==> config.mk <==
export PLATFORM = sky130hd
export DESIGN_NAME = sqe_ctrl
export DESIGN_NICKNAME = d
export VERILOG_FILES = /design/src/hdl/stack_of_queues_engine_top_macros.svh /design/src/hdl/sqe_pkg.sv /design/src/hdl/sqe_ctrl.sv
export SDC_FILE = /design/constraint.sdc
export NUM_CORES = 1
export LEC_CHECK = 0
export BUFFER_PORTS_ARGS = -buffer_cell sky130_fd_sc_hd__buf_2
export CAP_MARGIN = 15
export CORE_AREA = 8 8 45 47
export DETAILED_ROUTE_END_ITERATION = 8
export DIE_AREA = 0 0 53 55
export GPL_TIMING_DRIVEN = 0
export PLACE_DENSITY_LB_ADDON = 0.12
export SETUP_SLACK_MARGIN = 0.1
export SYNTH_ARGS = -nofsm -noshare
export SYNTH_HDL_FRONTEND = slang
export SYNTH_SLANG_ARGS = --single-unit
export TNS_END_PERCENT = 20
==> constraint.sdc <==
create_clock -name clk -period 1 [get_ports clk]
set_input_delay 0.05 -clock clk [delete_from_list [all_inputs] [get_ports clk]]
set_output_delay 0.05 -clock clk [all_outputs]
set_load 0.02 [all_outputs]
==> src/hdl/stack_of_queues_engine_top_macros.svh <==
// Assertion macros shared by the stack of queues engine RTL
`ifndef STACK_OF_QUEUES_ENGINE_TOP_MACROS_SVH
`define STACK_OF_QUEUES_ENGINE_TOP_MACROS_SVH
`ifndef SYNTHESIS
`define SQE_ASSERT_NOW(label, clk, rst, ante, cons) \
  label: assert property (@(posedge clk) disable iff (rst) (ante) |-> (cons)) \
    else $error("sqe assertion failed");
`define SQE_ASSERT_NEXT(label, clk, rst, ante, cons) \
  label: assert property (@(posedge clk) disable iff (rst) (ante) |=> (cons)) \
    else $error("sqe assertion failed");
`else
`define SQE_ASSERT_NOW(label, clk, rst, ante, cons)
`define SQE_ASSERT_NEXT(label, clk, rst, ante, cons)
`endif
`endif

==> src/hdl/sqe_pkg.sv <==
// Types, constants and helper functions of the stack of queues engine
package sqe_pkg;

  localparam int STACK_LEVELS = 8;
  localparam int QUEUE_SLOTS  = 16;
  localparam int KEY_BITS     = 32;

  localparam int LVL_W  = (STACK_LEVELS > 1) ? $clog2(STACK_LEVELS) : 1;
  localparam int HGT_W  = $clog2(STACK_LEVELS + 1);
  localparam int SLOT_W = (QUEUE_SLOTS > 1) ? $clog2(QUEUE_SLOTS) : 1;
  localparam int FILL_W = $clog2(QUEUE_SLOTS + 1);
  localparam int SUM_W  = FILL_W + 1;
  localparam int CMP_W  = (HGT_W > 3) ? HGT_W : 3;
  localparam int ADDR_W = (STACK_LEVELS * QUEUE_SLOTS > 1) ?
                          $clog2(STACK_LEVELS * QUEUE_SLOTS) : 1;

  typedef logic [KEY_BITS-1:0] key_t;

  typedef enum logic [2:0] {
    ACT_PUSH    = 3'd0,
    ACT_POP     = 3'd1,
    ACT_ENQ     = 3'd2,
    ACT_DEQ     = 3'd3,
    ACT_CLR_TOP = 3'd4,
    ACT_CLR_ALL = 3'd5,
    ACT_VIEW    = 3'd6
  } action_t;

  typedef enum logic [2:0] {
    ST_OK          = 3'd0,
    ST_STACK_EMPTY = 3'd1,
    ST_STACK_FULL  = 3'd2,
    ST_QUEUE_EMPTY = 3'd3,
    ST_QUEUE_FULL  = 3'd4,
    ST_BAD_DEPTH   = 3'd5
  } status_t;

  typedef enum logic [1:0] {
    FOLLOW_NONE,
    FOLLOW_POP,
    FOLLOW_DEQ,
    FOLLOW_VIEW
  } follow_t;

  typedef struct packed {
    logic [2:0]         action;
    logic signed [31:0] key_in;
    logic [2:0]         view_depth;
  } sqe_in_t;

  typedef struct packed {
    logic [2:0]         status;
    logic signed [31:0] key_out;
    logic               last;
    logic [3:0]         levels_used;
    logic [4:0]         top_count;
  } sqe_out_t;

  typedef struct packed {
    logic [SLOT_W-1:0] head;
    logic [FILL_W-1:0] fill;
  } level_t;

  typedef struct packed {
    logic load;
    logic exec;
    logic pop_fix;
    logic deq_out;
    logic view_step;
  } sqe_cmd_t;

  typedef struct packed {
    follow_t follow;
    logic    view_last;
  } sqe_flag_t;

  function automatic key_t to_key(input logic signed [31:0] k);
    logic [63:0] w;
    w = 64'($unsigned(k));
    return w[KEY_BITS-1:0];
  endfunction

  function automatic logic signed [31:0] from_key(input key_t k);
    logic [63:0] w;
    w = 64'(k);
    return $signed(w[31:0]);
  endfunction

  function automatic logic [3:0] to_levels(input logic [HGT_W-1:0] h);
    logic [15:0] w;
    w = 16'(h);
    return w[3:0];
  endfunction

  function automatic logic [4:0] to_count(input logic [FILL_W-1:0] f);
    logic [15:0] w;
    w = 16'(f);
    return w[4:0];
  endfunction

  // Slot after the given one, wrapping at the end of the ring
  function automatic logic [SLOT_W-1:0] ring_next(input logic [SLOT_W-1:0] s);
    return (s == SLOT_W'(QUEUE_SLOTS - 1)) ? '0 : s + SLOT_W'(1);
  endfunction

  // head + offset around the ring; both below QUEUE_SLOTS, so one subtract
  function automatic logic [SLOT_W-1:0] ring_add(input logic [SLOT_W-1:0] s,
                                                 input logic [FILL_W-1:0] n);
    logic [SUM_W-1:0] sum;
    sum = SUM_W'(s) + SUM_W'(n);
    if (sum >= SUM_W'(QUEUE_SLOTS)) begin
      sum = sum - SUM_W'(QUEUE_SLOTS);
    end
    return sum[SLOT_W-1:0];
  endfunction

  function automatic logic [ADDR_W-1:0] key_addr(input logic [LVL_W-1:0] l,
                                                 input logic [SLOT_W-1:0] s);
    return ADDR_W'(ADDR_W'(l) * ADDR_W'(QUEUE_SLOTS) + ADDR_W'(s));
  endfunction

endpackage

==> src/hdl/sqe_ctrl.sv <==
// Controller state machine of the stack of queues engine
module sqe_ctrl (
  input  logic              clk,
  input  logic              rst,
  input  logic              start,
  input  sqe_pkg::sqe_flag_t flags,
  output sqe_pkg::sqe_cmd_t  cmd,
  output logic              busy
);
  import sqe_pkg::*;

  typedef enum logic [2:0] {
    S_IDLE,
    S_EXEC,
    S_POPFIX,
    S_DEQOUT,
    S_VIEW
  } state_t;

  state_t state;

  assign busy = (state != S_IDLE);

  always_comb begin
    cmd = '0;
    case (state)
      S_IDLE:   cmd.load      = start;
      S_EXEC:   cmd.exec      = 1'b1;
      S_POPFIX: cmd.pop_fix   = 1'b1;
      S_DEQOUT: cmd.deq_out   = 1'b1;
      S_VIEW:   cmd.view_step = 1'b1;
      default:  cmd = '0;
    endcase
  end

  always_ff @(posedge clk) begin
    if (rst) begin
      state <= S_IDLE;
    end else begin
      case (state)
        S_IDLE: begin
          if (start) begin
            state <= S_EXEC;
          end
        end
        S_EXEC: begin
          case (flags.follow)
            FOLLOW_POP:  state <= S_POPFIX;
            FOLLOW_DEQ:  state <= S_DEQOUT;
            FOLLOW_VIEW: state <= S_VIEW;
            default:     state <= S_IDLE;
          endcase
        end
        S_POPFIX: state <= S_IDLE;
        S_DEQOUT: state <= S_IDLE;
        S_VIEW: begin
          if (flags.view_last) begin
            state <= S_IDLE;
          end
        end
        default: state <= S_IDLE;
      endcase
    end
  end

endmodule

==> results.toml <==
[yosys]
yosysWarnings = 0
synth_nets = 29
synth.cell_area_um2 = 184
ys_ff_latch = 3
ys_types = 13
synth-seq-area-share_pct = 32.7
synth_area_leader_cell = "dfxtp_1"
yosysTopAreaCellShare_pct = 32.7
synthCells = 21
synth.avg_cell_area_um2 = 8.76
synth_area_leaders = "dfxtp_1 33%, ha_1 14%, a211oi_2 6.8%"

[hold_path]
hold_path_class = "input port to register"

[job]
cap_violations = 0

[final_layout]
num-nets-final = 47
top_register = "state"
mostFrequentLayoutCells = "7 x buf_2, 4 x buf_4, 3 x clkbuf_4"
n_antenna_cell = 0
syn_to_final_growth_pct = 90.5
fillers = 157
largest_reg_flops = 3
layout_commonest_cell = "buf_2"
post_route_cells_drive_above_1_share_pct = 63.2
reg_top3 = "state (3)"

[critical_path]
reg2reg_slack_ps = -110
slowest_delay_ps = 400
required_ps = 950
reg2reg_to = "state[2]"
r2r_cells = 3
worstSetupEndpointType = "output pin"
worstPathMaxFanout = 2
path_class = "register to output pin"
cp.arrival_ps = 1160
slowest_stage = "or3_4"
reg2reg_from = "state[0]"
start_kind = "register"
crit_path_start = "state[0]"
crit_end = "cmd[4]"
path_cells = "or3_4 -> nor2_4 -> buf_6"

[clocking]
clockBufferDepth = 2
clk_pin_slew_ps = 40
root_buffer = "clkbuf_4"
cts-htree-levels = 1
clock_latency_ps = 230
cts_tree = "yes"
cts_made_buffers = 3
clock_sinks = 3

[sta]
fin_crit_sh_pct = 121
worstMarginPinSlew_ps = 237
relSlewSlack_pct = 84.0
fin_setup_tns_ps = -802
skew_ps = 0.511
hold_ws_ps = 101
setup_viol = 7
rsz0062_at_grt = "true"
hold_violations = 0
setup_ws_ps = -208
finalMaxSlewViolations = 0
fmax_mhz = 828
period_needed_ps = 1210

[global_route]
grt_first_pass_wirelength_um = 979
grt_max_degree = 8
track_usage_pct = 4.80
antenna_found_initial = 0
grt_remaining_overflow = 0
grt_pass1_vias = 220

[routing]
drtIter0Drc = 2
post-route-drc-count = 0
routed_wl_um = 599
first_pass_iters = 2
postRouteAntennaNets = 0
vias_per_cell = 3.83
post_drt_wl_per_cell_um = 11.1
vias = 207

[floorplan]
num_rows = 14
dieArea_um2 = 2920
core_area_um2 = 1380
die_width_um = 53
die_h_um = 55
start_util_pct = 13.3
io_pins = 12

[placed_design]
io_buffers = 11
gp_congestion = 0.707

[pwr]
leakagePower_nw = 0.157
irDropWorstVdd_mv = 0.360
p_per_area_nw_per_um2 = 1280

[outcome]
status = "finished with violations"
failed_checks = "setup timing"
[timing repair]
item	CTS	global route
setup endpoints to repair	7	8
resized for setup	9	2
buffers inserted	1	0
hold buffers	1	0
pin swaps	3	2
endpoints found under the hold margin	1	0
[how the worst min path moves through the flow]
| stage | cells past startpoint | to | from | slack [ps] |
|---|---|---|---|---|
| floorplan | 1 | state[2] | rst | 110 |
| global placement | 2 | state[2] | rst | 250 |
| detailed placement | 2 | state[2] | rst | 250 |
| CTS | 3 | state[2] | flags[0] | 90 |
| global route | 3 | state[2] | flags[0] | 130 |
| finish | 3 | state[2] | flags[0] | 100 |
[layout make-up]
cell class	instances	area, um2	area share [%]
flip-flops and latches	3	68.8	19.6
clock buffers	4	26.3	7.50
well taps	16	20.0	5.71
multi-input cells	15	138	39.3
inverters	3	11.3	3.21
repair buffers	13	86.3	24.6
[cell families (layout without fill, tap and decap cells)]
group | after synthesis | count (layout) | share of synthesized area [%]
buffers and inverters | 3 | 20 | 6.12
AOI/OAI and AO/OA | 1 | 1 | 6.80
and+or+nand+nor | 11 | 11 | 35.4
DFF | 3 | 3 | 32.7
muxes | 1 | 1 | 5.44
adders and majority gates | 2 | 2 | 13.6
[Yosys cell counts]
| cell type | count |
|---|---|
| dfxtp_1 | 3 |
| inv_1 | 3 |
| nor2_1 | 3 |
| ha_1 | 2 |
| nor4_1 | 2 |
| a211oi_2 | 1 |
| mux2i_1 | 1 |
| nand2b_1 | 1 |
| nand3b_1 | 1 |
| nor3_1 | 1 |
| nor3b_1 | 1 |
| or3_1 | 1 |
| or3b_1 | 1 |
[critical path: cells and delay by family, from the launching register on]
kind,cells,cell delay [ps]
flops,1,330
buf+inv,1,110
simple gates,2,490
[metal layers]
| layer | wire [um] | track usage (%) |
|---|---|---|
| met1 | 229 | 4.84 |
| met2 | 316 | 6.84 |
| met3 | 53 | 2.41 |
| met4 | 0 | 5.17 |
| met5 | 0 | 0 |
[per-stage QoR]
stage                     power, mW  worst slack, ps  instances  area [um2]  util (%)
final                         0.447             -208         54         350      25.3
after global routing          0.480             -247         54         350      25.3
after CTS                     0.465             -226         54         348      25.1
after detailed placement      0.222            -37.7         48         274      19.8
after global placement        0.223            -33.0         48         274      19.8
after floorplan               0.189             14.3         21         199         -
[power by group]
group | internal (mW) | switching, mW | leakage [nW]
Sequential | 0.124 | 0.00664 | 0.0264
Combinational | 0.0532 | 0.0557 | 0.116
Clock | 0.149 | 0.0582 | 0.0150
Total | 0.327 | 0.121 | 0.157
(Power assumes the default switching activity.)
