===== src/hdl/stack_of_queues_engine_top_macros.svh =====
// Assertion macros shared by the stack of queues engine RTL
`ifndef STACK_OF_QUEUES_ENGINE_TOP_MACROS_SVH
`define STACK_OF_QUEUES_ENGINE_TOP_MACROS_SVH
`ifndef SYNTHESIS
`define SQE_ASSERT_NOW(label, clk, rst, ante, cons) \
  label: assert property (@(posedge clk) disable iff (rst) (ante) |-> (cons)) \
    else $error("sqe assertion failed");
`define SQE_ASSERT_NEXT(label, clk, rst, ante, cons) \
  label: assert property (@(posedge clk) disable iff (rst) (ante) |=> (cons)) \
    else $error("sqe assertion failed");
`else
`define SQE_ASSERT_NOW(label, clk, rst, ante, cons)
`define SQE_ASSERT_NEXT(label, clk, rst, ante, cons)
`endif
`endif


===== src/hdl/sqe_pkg.sv =====
// Types, constants and helper functions of the stack of queues engine
package sqe_pkg;

  localparam int STACK_LEVELS = 8;
  localparam int QUEUE_SLOTS  = 16;
  localparam int KEY_BITS     = 32;

  localparam int LVL_W  = (STACK_LEVELS > 1) ? $clog2(STACK_LEVELS) : 1;
  localparam int HGT_W  = $clog2(STACK_LEVELS + 1);
  localparam int SLOT_W = (QUEUE_SLOTS > 1) ? $clog2(QUEUE_SLOTS) : 1;
  localparam int FILL_W = $clog2(QUEUE_SLOTS + 1);
  localparam int SUM_W  = FILL_W + 1;
  localparam int CMP_W  = (HGT_W > 3) ? HGT_W : 3;
  localparam int ADDR_W = (STACK_LEVELS * QUEUE_SLOTS > 1) ?
                          $clog2(STACK_LEVELS * QUEUE_SLOTS) : 1;

  typedef logic [KEY_BITS-1:0] key_t;

  typedef enum logic [2:0] {
    ACT_PUSH    = 3'd0,
    ACT_POP     = 3'd1,
    ACT_ENQ     = 3'd2,
    ACT_DEQ     = 3'd3,
    ACT_CLR_TOP = 3'd4,
    ACT_CLR_ALL = 3'd5,
    ACT_VIEW    = 3'd6
  } action_t;

  typedef enum logic [2:0] {
    ST_OK          = 3'd0,
    ST_STACK_EMPTY = 3'd1,
    ST_STACK_FULL  = 3'd2,
    ST_QUEUE_EMPTY = 3'd3,
    ST_QUEUE_FULL  = 3'd4,
    ST_BAD_DEPTH   = 3'd5
  } status_t;

  typedef enum logic [1:0] {
    FOLLOW_NONE,
    FOLLOW_POP,
    FOLLOW_DEQ,
    FOLLOW_VIEW
  } follow_t;

  typedef struct packed {
    logic [2:0]         action;
    logic signed [31:0] key_in;
    logic [2:0]         view_depth;
  } sqe_in_t;

  typedef struct packed {
    logic [2:0]         status;
    logic signed [31:0] key_out;
    logic               last;
    logic [3:0]         levels_used;
    logic [4:0]         top_count;
  } sqe_out_t;

  typedef struct packed {
    logic [SLOT_W-1:0] head;
    logic [FILL_W-1:0] fill;
  } level_t;

  typedef struct packed {
    logic load;
    logic exec;
    logic pop_fix;
    logic deq_out;
    logic view_step;
  } sqe_cmd_t;

  typedef struct packed {
    follow_t follow;
    logic    view_last;
  } sqe_flag_t;

  function automatic key_t to_key(input logic signed [31:0] k);
    logic [63:0] w;
    w = 64'($unsigned(k));
    return w[KEY_BITS-1:0];
  endfunction

  function automatic logic signed [31:0] from_key(input key_t k);
    logic [63:0] w;
    w = 64'(k);
    return $signed(w[31:0]);
  endfunction

  function automatic logic [3:0] to_levels(input logic [HGT_W-1:0] h);
    logic [15:0] w;
    w = 16'(h);
    return w[3:0];
  endfunction

  function automatic logic [4:0] to_count(input logic [FILL_W-1:0] f);
    logic [15:0] w;
    w = 16'(f);
    return w[4:0];
  endfunction

  // Slot after the given one, wrapping at the end of the ring
  function automatic logic [SLOT_W-1:0] ring_next(input logic [SLOT_W-1:0] s);
    return (s == SLOT_W'(QUEUE_SLOTS - 1)) ? '0 : s + SLOT_W'(1);
  endfunction

  // head + offset around the ring; both below QUEUE_SLOTS, so one subtract
  function automatic logic [SLOT_W-1:0] ring_add(input logic [SLOT_W-1:0] s,
                                                 input logic [FILL_W-1:0] n);
    logic [SUM_W-1:0] sum;
    sum = SUM_W'(s) + SUM_W'(n);
    if (sum >= SUM_W'(QUEUE_SLOTS)) begin
      sum = sum - SUM_W'(QUEUE_SLOTS);
    end
    return sum[SLOT_W-1:0];
  endfunction

  function automatic logic [ADDR_W-1:0] key_addr(input logic [LVL_W-1:0] l,
                                                 input logic [SLOT_W-1:0] s);
    return ADDR_W'(ADDR_W'(l) * ADDR_W'(QUEUE_SLOTS) + ADDR_W'(s));
  endfunction

endpackage


===== src/hdl/sqe_ram.sv =====
// Generic single-port-write, single-port-read RAM with registered read
module sqe_ram #(
  parameter int WIDTH = 8,
  parameter int DEPTH = 16
) (
  input  logic                                      clk,
  input  logic                                      we,
  input  logic [((DEPTH > 1) ? $clog2(DEPTH) : 1)-1:0] waddr,
  input  logic [WIDTH-1:0]                          wdata,
  input  logic [((DEPTH > 1) ? $clog2(DEPTH) : 1)-1:0] raddr,
  output logic [WIDTH-1:0]                          rdata
);

  logic [WIDTH-1:0] mem [DEPTH];

  always_ff @(posedge clk) begin
    if (we) begin
      mem[waddr] <= wdata;
    end
    rdata <= mem[raddr];
  end

endmodule


===== src/hdl/sqe_datapath.sv =====
// Datapath of the stack of queues engine: height register, level and key memories, result word
module sqe_datapath (
  input  logic               clk,
  input  logic               rst,
  input  sqe_pkg::sqe_in_t   item,
  input  sqe_pkg::sqe_cmd_t  cmd,
  output sqe_pkg::sqe_flag_t flags,
  output sqe_pkg::sqe_out_t  result,
  output logic               strobe
);
  import sqe_pkg::*;

  logic [HGT_W-1:0]  height;
  logic [HGT_W-1:0]  height_next;
  logic [FILL_W-1:0] top_fill;
  logic [FILL_W-1:0] top_fill_next;
  logic [2:0]        op;
  key_t              key_r;
  logic [2:0]        depth;
  logic [LVL_W-1:0]  lvl;
  logic [SLOT_W-1:0] ptr;
  logic [FILL_W-1:0] cnt;
  logic [FILL_W-1:0] n_view;
  status_t           st;
  follow_t           follow;

  logic [CMP_W-1:0]  load_sel;
  logic [LVL_W-1:0]  load_lvl;

  logic              lv_we;
  logic [LVL_W-1:0]  lv_waddr;
  level_t            lv_wdata;
  logic [LVL_W-1:0]  lv_raddr;
  level_t            lv_rdata;

  logic              key_we;
  logic [ADDR_W-1:0] key_waddr;
  logic [ADDR_W-1:0] key_raddr;
  key_t              key_rdata;

  logic [SLOT_W-1:0] hd;
  logic [FILL_W-1:0] f;
  logic              h_zero;
  logic [FILL_W-1:0] pop_fill;

  assign hd     = lv_rdata.head;
  assign f      = lv_rdata.fill;
  assign h_zero = (height == '0);

  // level addressed by the incoming word: top, or depth below it for a view
  always_comb begin
    load_sel = CMP_W'(height) - CMP_W'(1);
    if (item.action == ACT_VIEW) begin
      load_sel = load_sel - CMP_W'(item.view_depth);
    end
    load_lvl = load_sel[LVL_W-1:0];
  end

  assign lv_raddr = cmd.load ? load_lvl : (lvl - LVL_W'(1));
  assign pop_fill = h_zero ? '0 : f;

  assign flags.follow    = follow;
  assign flags.view_last = ((cnt + FILL_W'(1)) == n_view);

  always_comb begin
    height_next   = height;
    top_fill_next = top_fill;
    st            = ST_OK;
    follow        = FOLLOW_NONE;
    lv_we         = 1'b0;
    lv_waddr      = lvl;
    lv_wdata      = '0;
    key_we        = 1'b0;
    key_waddr     = key_addr(lvl, ring_add(hd, f));
    key_raddr     = key_addr(lvl, ptr);
    case (op)
      ACT_PUSH: begin
        if (height >= HGT_W'(STACK_LEVELS)) begin
          st = ST_STACK_FULL;
        end else begin
          lv_we         = cmd.exec;
          lv_waddr      = height[LVL_W-1:0];
          height_next   = height + HGT_W'(1);
          top_fill_next = '0;
        end
      end
      ACT_POP: begin
        if (h_zero) begin
          st = ST_STACK_EMPTY;
        end else begin
          height_next = height - HGT_W'(1);
          follow      = FOLLOW_POP;
        end
      end
      ACT_ENQ: begin
        if (h_zero) begin
          st = ST_STACK_EMPTY;
        end else if (f >= FILL_W'(QUEUE_SLOTS)) begin
          st = ST_QUEUE_FULL;
        end else begin
          key_we        = cmd.exec;
          lv_we         = cmd.exec;
          lv_wdata      = '{head: hd, fill: f + FILL_W'(1)};
          top_fill_next = f + FILL_W'(1);
        end
      end
      ACT_DEQ: begin
        if (h_zero) begin
          st = ST_STACK_EMPTY;
        end else if (f == '0) begin
          st = ST_QUEUE_EMPTY;
        end else begin
          key_raddr     = key_addr(lvl, hd);
          lv_we         = cmd.exec;
          lv_wdata      = '{head: ring_next(hd), fill: f - FILL_W'(1)};
          top_fill_next = f - FILL_W'(1);
          follow        = FOLLOW_DEQ;
        end
      end
      ACT_CLR_TOP: begin
        if (h_zero) begin
          st = ST_STACK_EMPTY;
        end else if (f == '0) begin
          st = ST_QUEUE_EMPTY;
        end else begin
          lv_we         = cmd.exec;
          top_fill_next = '0;
        end
      end
      ACT_CLR_ALL: begin
        if (h_zero) begin
          st = ST_STACK_EMPTY;
        end else begin
          height_next   = '0;
          top_fill_next = '0;
        end
      end
      ACT_VIEW: begin
        if (h_zero) begin
          st = ST_STACK_EMPTY;
        end else if (CMP_W'(depth) >= CMP_W'(height)) begin
          st = ST_BAD_DEPTH;
        end else if (f == '0) begin
          st = ST_QUEUE_EMPTY;
        end else begin
          // head only on the first fetch; the walk then follows ptr
          if (cmd.exec) begin
            key_raddr = key_addr(lvl, hd);
          end
          follow = FOLLOW_VIEW;
        end
      end
      default: st = ST_OK;
    endcase
  end

  sqe_ram #(
    .WIDTH($bits(level_t)),
    .DEPTH(STACK_LEVELS)
  ) u_level_ram (
    .clk  (clk),
    .we   (lv_we),
    .waddr(lv_waddr),
    .wdata(lv_wdata),
    .raddr(lv_raddr),
    .rdata(lv_rdata)
  );

  sqe_ram #(
    .WIDTH(KEY_BITS),
    .DEPTH(STACK_LEVELS * QUEUE_SLOTS)
  ) u_key_ram (
    .clk  (clk),
    .we   (key_we),
    .waddr(key_waddr),
    .wdata(key_r),
    .raddr(key_raddr),
    .rdata(key_rdata)
  );

  always_ff @(posedge clk) begin
    if (rst) begin
      height   <= '0;
      top_fill <= '0;
      strobe   <= 1'b0;
    end else begin
      strobe <= 1'b0;
      if (cmd.exec) begin
        height   <= height_next;
        top_fill <= top_fill_next;
        if (follow == FOLLOW_NONE) begin
          strobe <= 1'b1;
        end
      end
      if (cmd.pop_fix) begin
        top_fill <= pop_fill;
        strobe   <= 1'b1;
      end
      if (cmd.deq_out || cmd.view_step) begin
        strobe <= 1'b1;
      end
    end
  end

  always_ff @(posedge clk) begin
    if (cmd.load) begin
      op    <= item.action;
      key_r <= to_key(item.key_in);
      depth <= item.view_depth;
      lvl   <= load_lvl;
    end
    if (cmd.exec) begin
      ptr    <= ring_next(hd);
      cnt    <= FILL_W'(1) - FILL_W'(1);
      n_view <= f;
      result <= '{status: st, key_out: '0, last: 1'b1,
                  levels_used: to_levels(height_next),
                  top_count: to_count(top_fill_next)};
    end
    if (cmd.pop_fix) begin
      result <= '{status: ST_OK, key_out: '0, last: 1'b1,
                  levels_used: to_levels(height), top_count: to_count(pop_fill)};
    end
    if (cmd.deq_out) begin
      result <= '{status: ST_OK, key_out: from_key(key_rdata), last: 1'b1,
                  levels_used: to_levels(height), top_count: to_count(top_fill)};
    end
    if (cmd.view_step) begin
      // emit the word read last cycle, fetch the next slot
      ptr    <= ring_next(ptr);
      cnt    <= cnt + FILL_W'(1);
      result <= '{status: ST_OK, key_out: from_key(key_rdata), last: flags.view_last,
                  levels_used: to_levels(height), top_count: to_count(top_fill)};
    end
  end

endmodule


===== config.mk =====
export PLATFORM = sky130hd
export DESIGN_NAME = sqe_datapath
export DESIGN_NICKNAME = d
export VERILOG_FILES = /design/src/hdl/stack_of_queues_engine_top_macros.svh /design/src/hdl/sqe_pkg.sv /design/src/hdl/sqe_ram.sv /design/src/hdl/sqe_datapath.sv
export SDC_FILE = /design/constraint.sdc
export NUM_CORES = 2
export LEC_CHECK = 0
export BUFFER_PORTS_ARGS = -buffer_cell sky130_fd_sc_hd__buf_4
export CORE_ASPECT_RATIO = 0.6
export CORE_MARGIN = 1.5
export CORE_UTILIZATION = 50
export CTS_CLUSTER_SIZE = 30
export DETAILED_ROUTE_END_ITERATION = 6
export GPL_ROUTABILITY_DRIVEN = 1
export PLACE_DENSITY_LB_ADDON = 0.05
export SLEW_MARGIN = 40
export SYNTH_ARGS = -nofsm -noshare
export SYNTH_HDL_FRONTEND = slang
export SYNTH_MEMORY_MAX_BITS = 65536
export SYNTH_SLANG_ARGS = --single-unit

===== constraint.sdc =====
create_clock -name clk -period 3.9 [get_ports clk]
set_input_delay 0.78 -clock clk [delete_from_list [all_inputs] [get_ports clk]]
set_output_delay 0.78 -clock clk [all_outputs]
set_load 0.05 [all_outputs]

==> impl_metrics.csv <==
group,metric,value,unit
status,outcome,"finished with violations",
status,failed_checks,"setup timing",
timing,relSlewSlack,30.7,%
synthesis,ys_top_cells_by_area,"edfxtp_1, nand2_1, nand3_1",
worst_setup_path,crit_start,"height[2]",
synthesis,netlist_instances,12100,
timing,post-route-period-util,113,%
route,wl,712000,um
synthesis,synthArstFlopShare,0,%
clocking,clkSinkCount,4319,
power,swShare,35.6,%
clocking,numCtsBuffers,396,
power,p_sw,51.3,mW
job,cap_viol_max_count,0,
global_routing,grt_max_degree,129,
timing,worst_slack,-0.495,ns
clocking,htreeDepth,5,
synthesis,ys_seq_area_share,76.2,%
worst_setup_path,cp.required,4.73,ns
worst_setup_path,end_kind,"flop",
route,ant_nets,0,
global_routing,grt_pass1_wl,946000,um
worst_setup_path,r2r_end,"u_key_ram.rdata[11]",
synthesis,syn_nets,12100,
timing,skew,0.0562,ns
cells_and_area,drive_above_1_share,22.4,%
floorplan,dieArea,343000,um2
timing,hold_viol,0,
place,hpwl,463000,um
place,globalplace.congestion,0.999,
worst_setup_path,r2r_slack,-0.49,ns
min_path,worstHoldPathType,"input port to flop",
synthesis,avgSynthCellArea,14.1,um2
clocking,clkLatencyLatePin,0.98,ns
route,vias_per_cell,6.50,
worst_setup_path,r2r.worst_path.cells,18,
synthesis,synth_seq_cells,4319,
clocking,cts_tree,"yes",
clocking,cts_buffer_depth,4,
cells_and_area,fillers,25100,
synthesis,synth.largest_area_cell,"edfxtp_1",
synthesis,yosysTopAreaCellShare,75.5,%
power,power.share.clock,27.7,%
route,drt_iter0_markers,24200,
global_routing,grtUsageTotal,40.6,%
synthesis,netlist_area,170000,um2
global_routing,grt.overflow.total,0,
place,port_buffers,93,
floorplan,start_util,50.3,%
route,wire_per_inst,38.1,um
worst_setup_path,worstReg2RegStart,"height[2]",
cells_and_area,final_nets,13900,
power,seqPwrFrac,36.5,%
worst_setup_path,critical_path_class,"flop to flop",
power,p_leak,75.0,nW
power,intPower,92.7,mW
power,pwr-share-comb,35.8,%
clocking,root_buffer,"clkbuf_16",
power,totalPowerFinal,144,mW
power,worst_ir_drop_vdd,511,uV
route,drc_errors,0,
synthesis,yosysUniqueCellTypes,86,
cells_and_area,syn2layout_area_growth,25.3,%
timing,max_freq,228,MHz
synthesis,synth_ff_type,"edfxtp_1",
route,dr.pass1.iters,6,
timing,fin_crit,4.39,ns
global_routing,antenna_found_initial,70,
floorplan,num_rows,165,
timing,rsz0062_at_grt,"yes",
worst_setup_path,critPathCapture,"u_key_ram.rdata[11]",
worst_setup_path,worstPathArrival,5.22,ns
clocking,clkTransAtPathRegs,0.07,ns
power,powerDensity,678,nW/um2
floorplan,coreArea,337000,um2
timing,worst_pin_slew,1.04,ns
timing,fin_setup_tns,-10.63,ns
floorplan,die_w,755,um
worst_setup_path,critPathMaxFanout,6,
global_routing,grt_pass1_vias,109000,
route,vias,121000,
timing,finalSetupViolCount,32,
worst_setup_path,cp-start-kind,"flop",
synthesis,synth-edff-count,4265,
floorplan,die_y,454,um
synthesis,yosysWarnings,0,
timing,final_max_slew_viol_count,0,
floorplan,ios,94,
==> kinds of logic (layout without fill, tap and decap cells) <==
kind of cell,Yosys count,count (layout),share of synthesized area (%)
xor+xnor,19,19,0.0981
buf+inv,749,2824,2.19
other cells,0,44,0
compound gates,1257,1257,4.82
fa+ha+maj,19,19,0.149
mux,591,591,3.66
simple gates,5113,5113,12.9
flops,4319,4319,76.2
==> power by group through the flow <==
stage          clock network, mW  logic (mW)  registers, mW
6_report                    40.0        51.5           52.6
5_1_grt                     41.7        52.4           52.5
4_1_cts                     40.0        47.5           52.5
3_5_place_dp                   0        43.8           53.5
3_3_place_gp                   0        43.4           53.6
2_1_floorplan                  0        17.7           54.1
==> state kept, by name (all words and copies together), names as in the netlist <==
register           flops
cnt                    5
depth                  3
height                 4
key_r                 32
lvl                    3
n_view                 5
op                     3
ptr                    4
result                45
strobe                 1
top_fill               5
u_key_ram.mem       4096
u_key_ram.rdata       32
u_level_ram.mem       72
u_level_ram.rdata      9
==> worst min path at each step <==
stage / start / end / slack, ns / cells past startpoint
5_1_grt: item[36] / op[1] / 0.05 / 1
4_1_cts: item[36] / op[1] / 0.02 / 1
3_3_place_gp: top_fill[3] / top_fill[3] / 0.46 / 2
6_report: item[2] / depth[2] / 0.08 / 1
3_5_place_dp: top_fill[2] / top_fill[2] / 0.47 / 2
2_1_floorplan: u_level_ram.rdata[3] / n_view[3] / 0.42 / 0
==> metrics by stage <==
stage               setup slack (ns)  hold slack [ns]  std cells  cell area, um2  utilization [%]
floorplan                     -0.400            0.417      12100          170000                -
global placement               -2.11            0.458      17600          192000             57.0
detailed placement             -1.47            0.471      17700          193000             57.1
CTS                           -0.359           0.0157      18500          210000             62.2
global route                  -0.486           0.0515      18700          212000             63.0
finish                        -0.495           0.0771      18700          212000             63.0
==> worst max-delay path, stage by stage, from the launching register on <==
cell and delay, ns:
dfxtp_2 0.36, inv_2 0.05, ha_2 0.17, or3b_4 0.42, a211oi_4 0.24, buf_6 0.17, o21ai_4 0.11, buf_12 0.18
a22o_4 0.31, buf_12 0.17, clkbuf_16 0.18, buf_8 0.14, mux2i_4 0.21, o221ai_4 0.20, a31o_4 0.31, a221oi_4 0.35
buf_12 0.19, a2111o_1 0.28, o2111ai_2 0.16
==> cell usage in the layout, fill, tap and decap left out, types with 27 or more instances in the layout <==
cell type | Yosys | layout
a21oi_1 | 469 | 428
a21oi_2 | 0 | 32
a22oi_1 | 85 | 75
a31oi_1 | 168 | 140
a32oi_1 | 91 | 82
and3_1 | 74 | 71
buf_12 | 0 | 499
buf_16 | 0 | 40
buf_4 | 83 | 1322
buf_6 | 14 | 127
buf_8 | 0 | 37
bufinv_16 | 0 | 48
clkbuf_1 | 179 | 81
clkbuf_16 | 0 | 412
clkinv_1 | 0 | 86
clkinv_2 | 1 | 65
dfxtp_1 | 54 | 52
diode_2 | 0 | 44
dlygate4sd3_1 | 0 | 36
edfxtp_1 | 4265 | 4265
mux2i_1 | 543 | 505
nand2_1 | 3111 | 3088
nand3_1 | 1298 | 1270
nand4_1 | 154 | 154
nor2_1 | 262 | 112
nor2_4 | 0 | 139
nor2b_1 | 43 | 43
nor3_1 | 48 | 31
nor4_1 | 66 | 27
o21ai_0 | 54 | 34
o221ai_1 | 36 | 32
o22ai_1 | 121 | 104
==> timing repair <==
item	CTS	global route
gates resized for setup	453	251
gates cloned	23	11
endpoints found under the setup margin	33	33
hold buffers	36	0
buffers inserted	117	89
pin swaps	111	109
endpoints found under the hold margin	36	0
==> cell type report <==
cell class              count  area [um2]  share of cell area (%)
flip-flops and latches   4319      129000                    60.8
well taps                4509        5640                    2.66
clock buffers             492       10500                    4.93
repair buffers           2092       24300                    11.4
inverters                  16        61.3                  0.0289
multi-input cells        6999       40400                    19.0
diodes                     44         110                  0.0518
clock inverters           224        2340                    1.10
==> metal layers <==
metal,vias to the layer above,GRT usage [%],wire length [um]
li1,48800,-,-
met2,9889,53.5,280000
met4,46,13.4,27200
met5,-,0,297
met1,61600,59.8,280000
met3,1145,18.1,126000
==> synthesized netlist by cell type, drive strengths merged, types with 5 or more instances <==
master and n:
a2111oi 11, a211o 6, a211oi 31, a21boi 6, a21o 5, a21oi 469, a221oi 26, a22o 11
a22oi 87, a311oi 19, a31oi 168, a32o 7, a32oi 91, and2 8, and3 74, buf 554
clkbuf 179, dfxtp 54, edfxtp 4265, ha 17, inv 15, mux2 26, mux2i 545, mux4 20
nand2 3112, nand2b 9, nand3 1299, nand4 154, nor2 269, nor2b 43, nor3 50, nor4 66
o2111ai 29, o211ai 26, o21ai 60, o221ai 36, o22ai 121, o31ai 6, or2 5, or4 13
xnor2 10, xor2 9
Power figures use the tool's default switching activity.
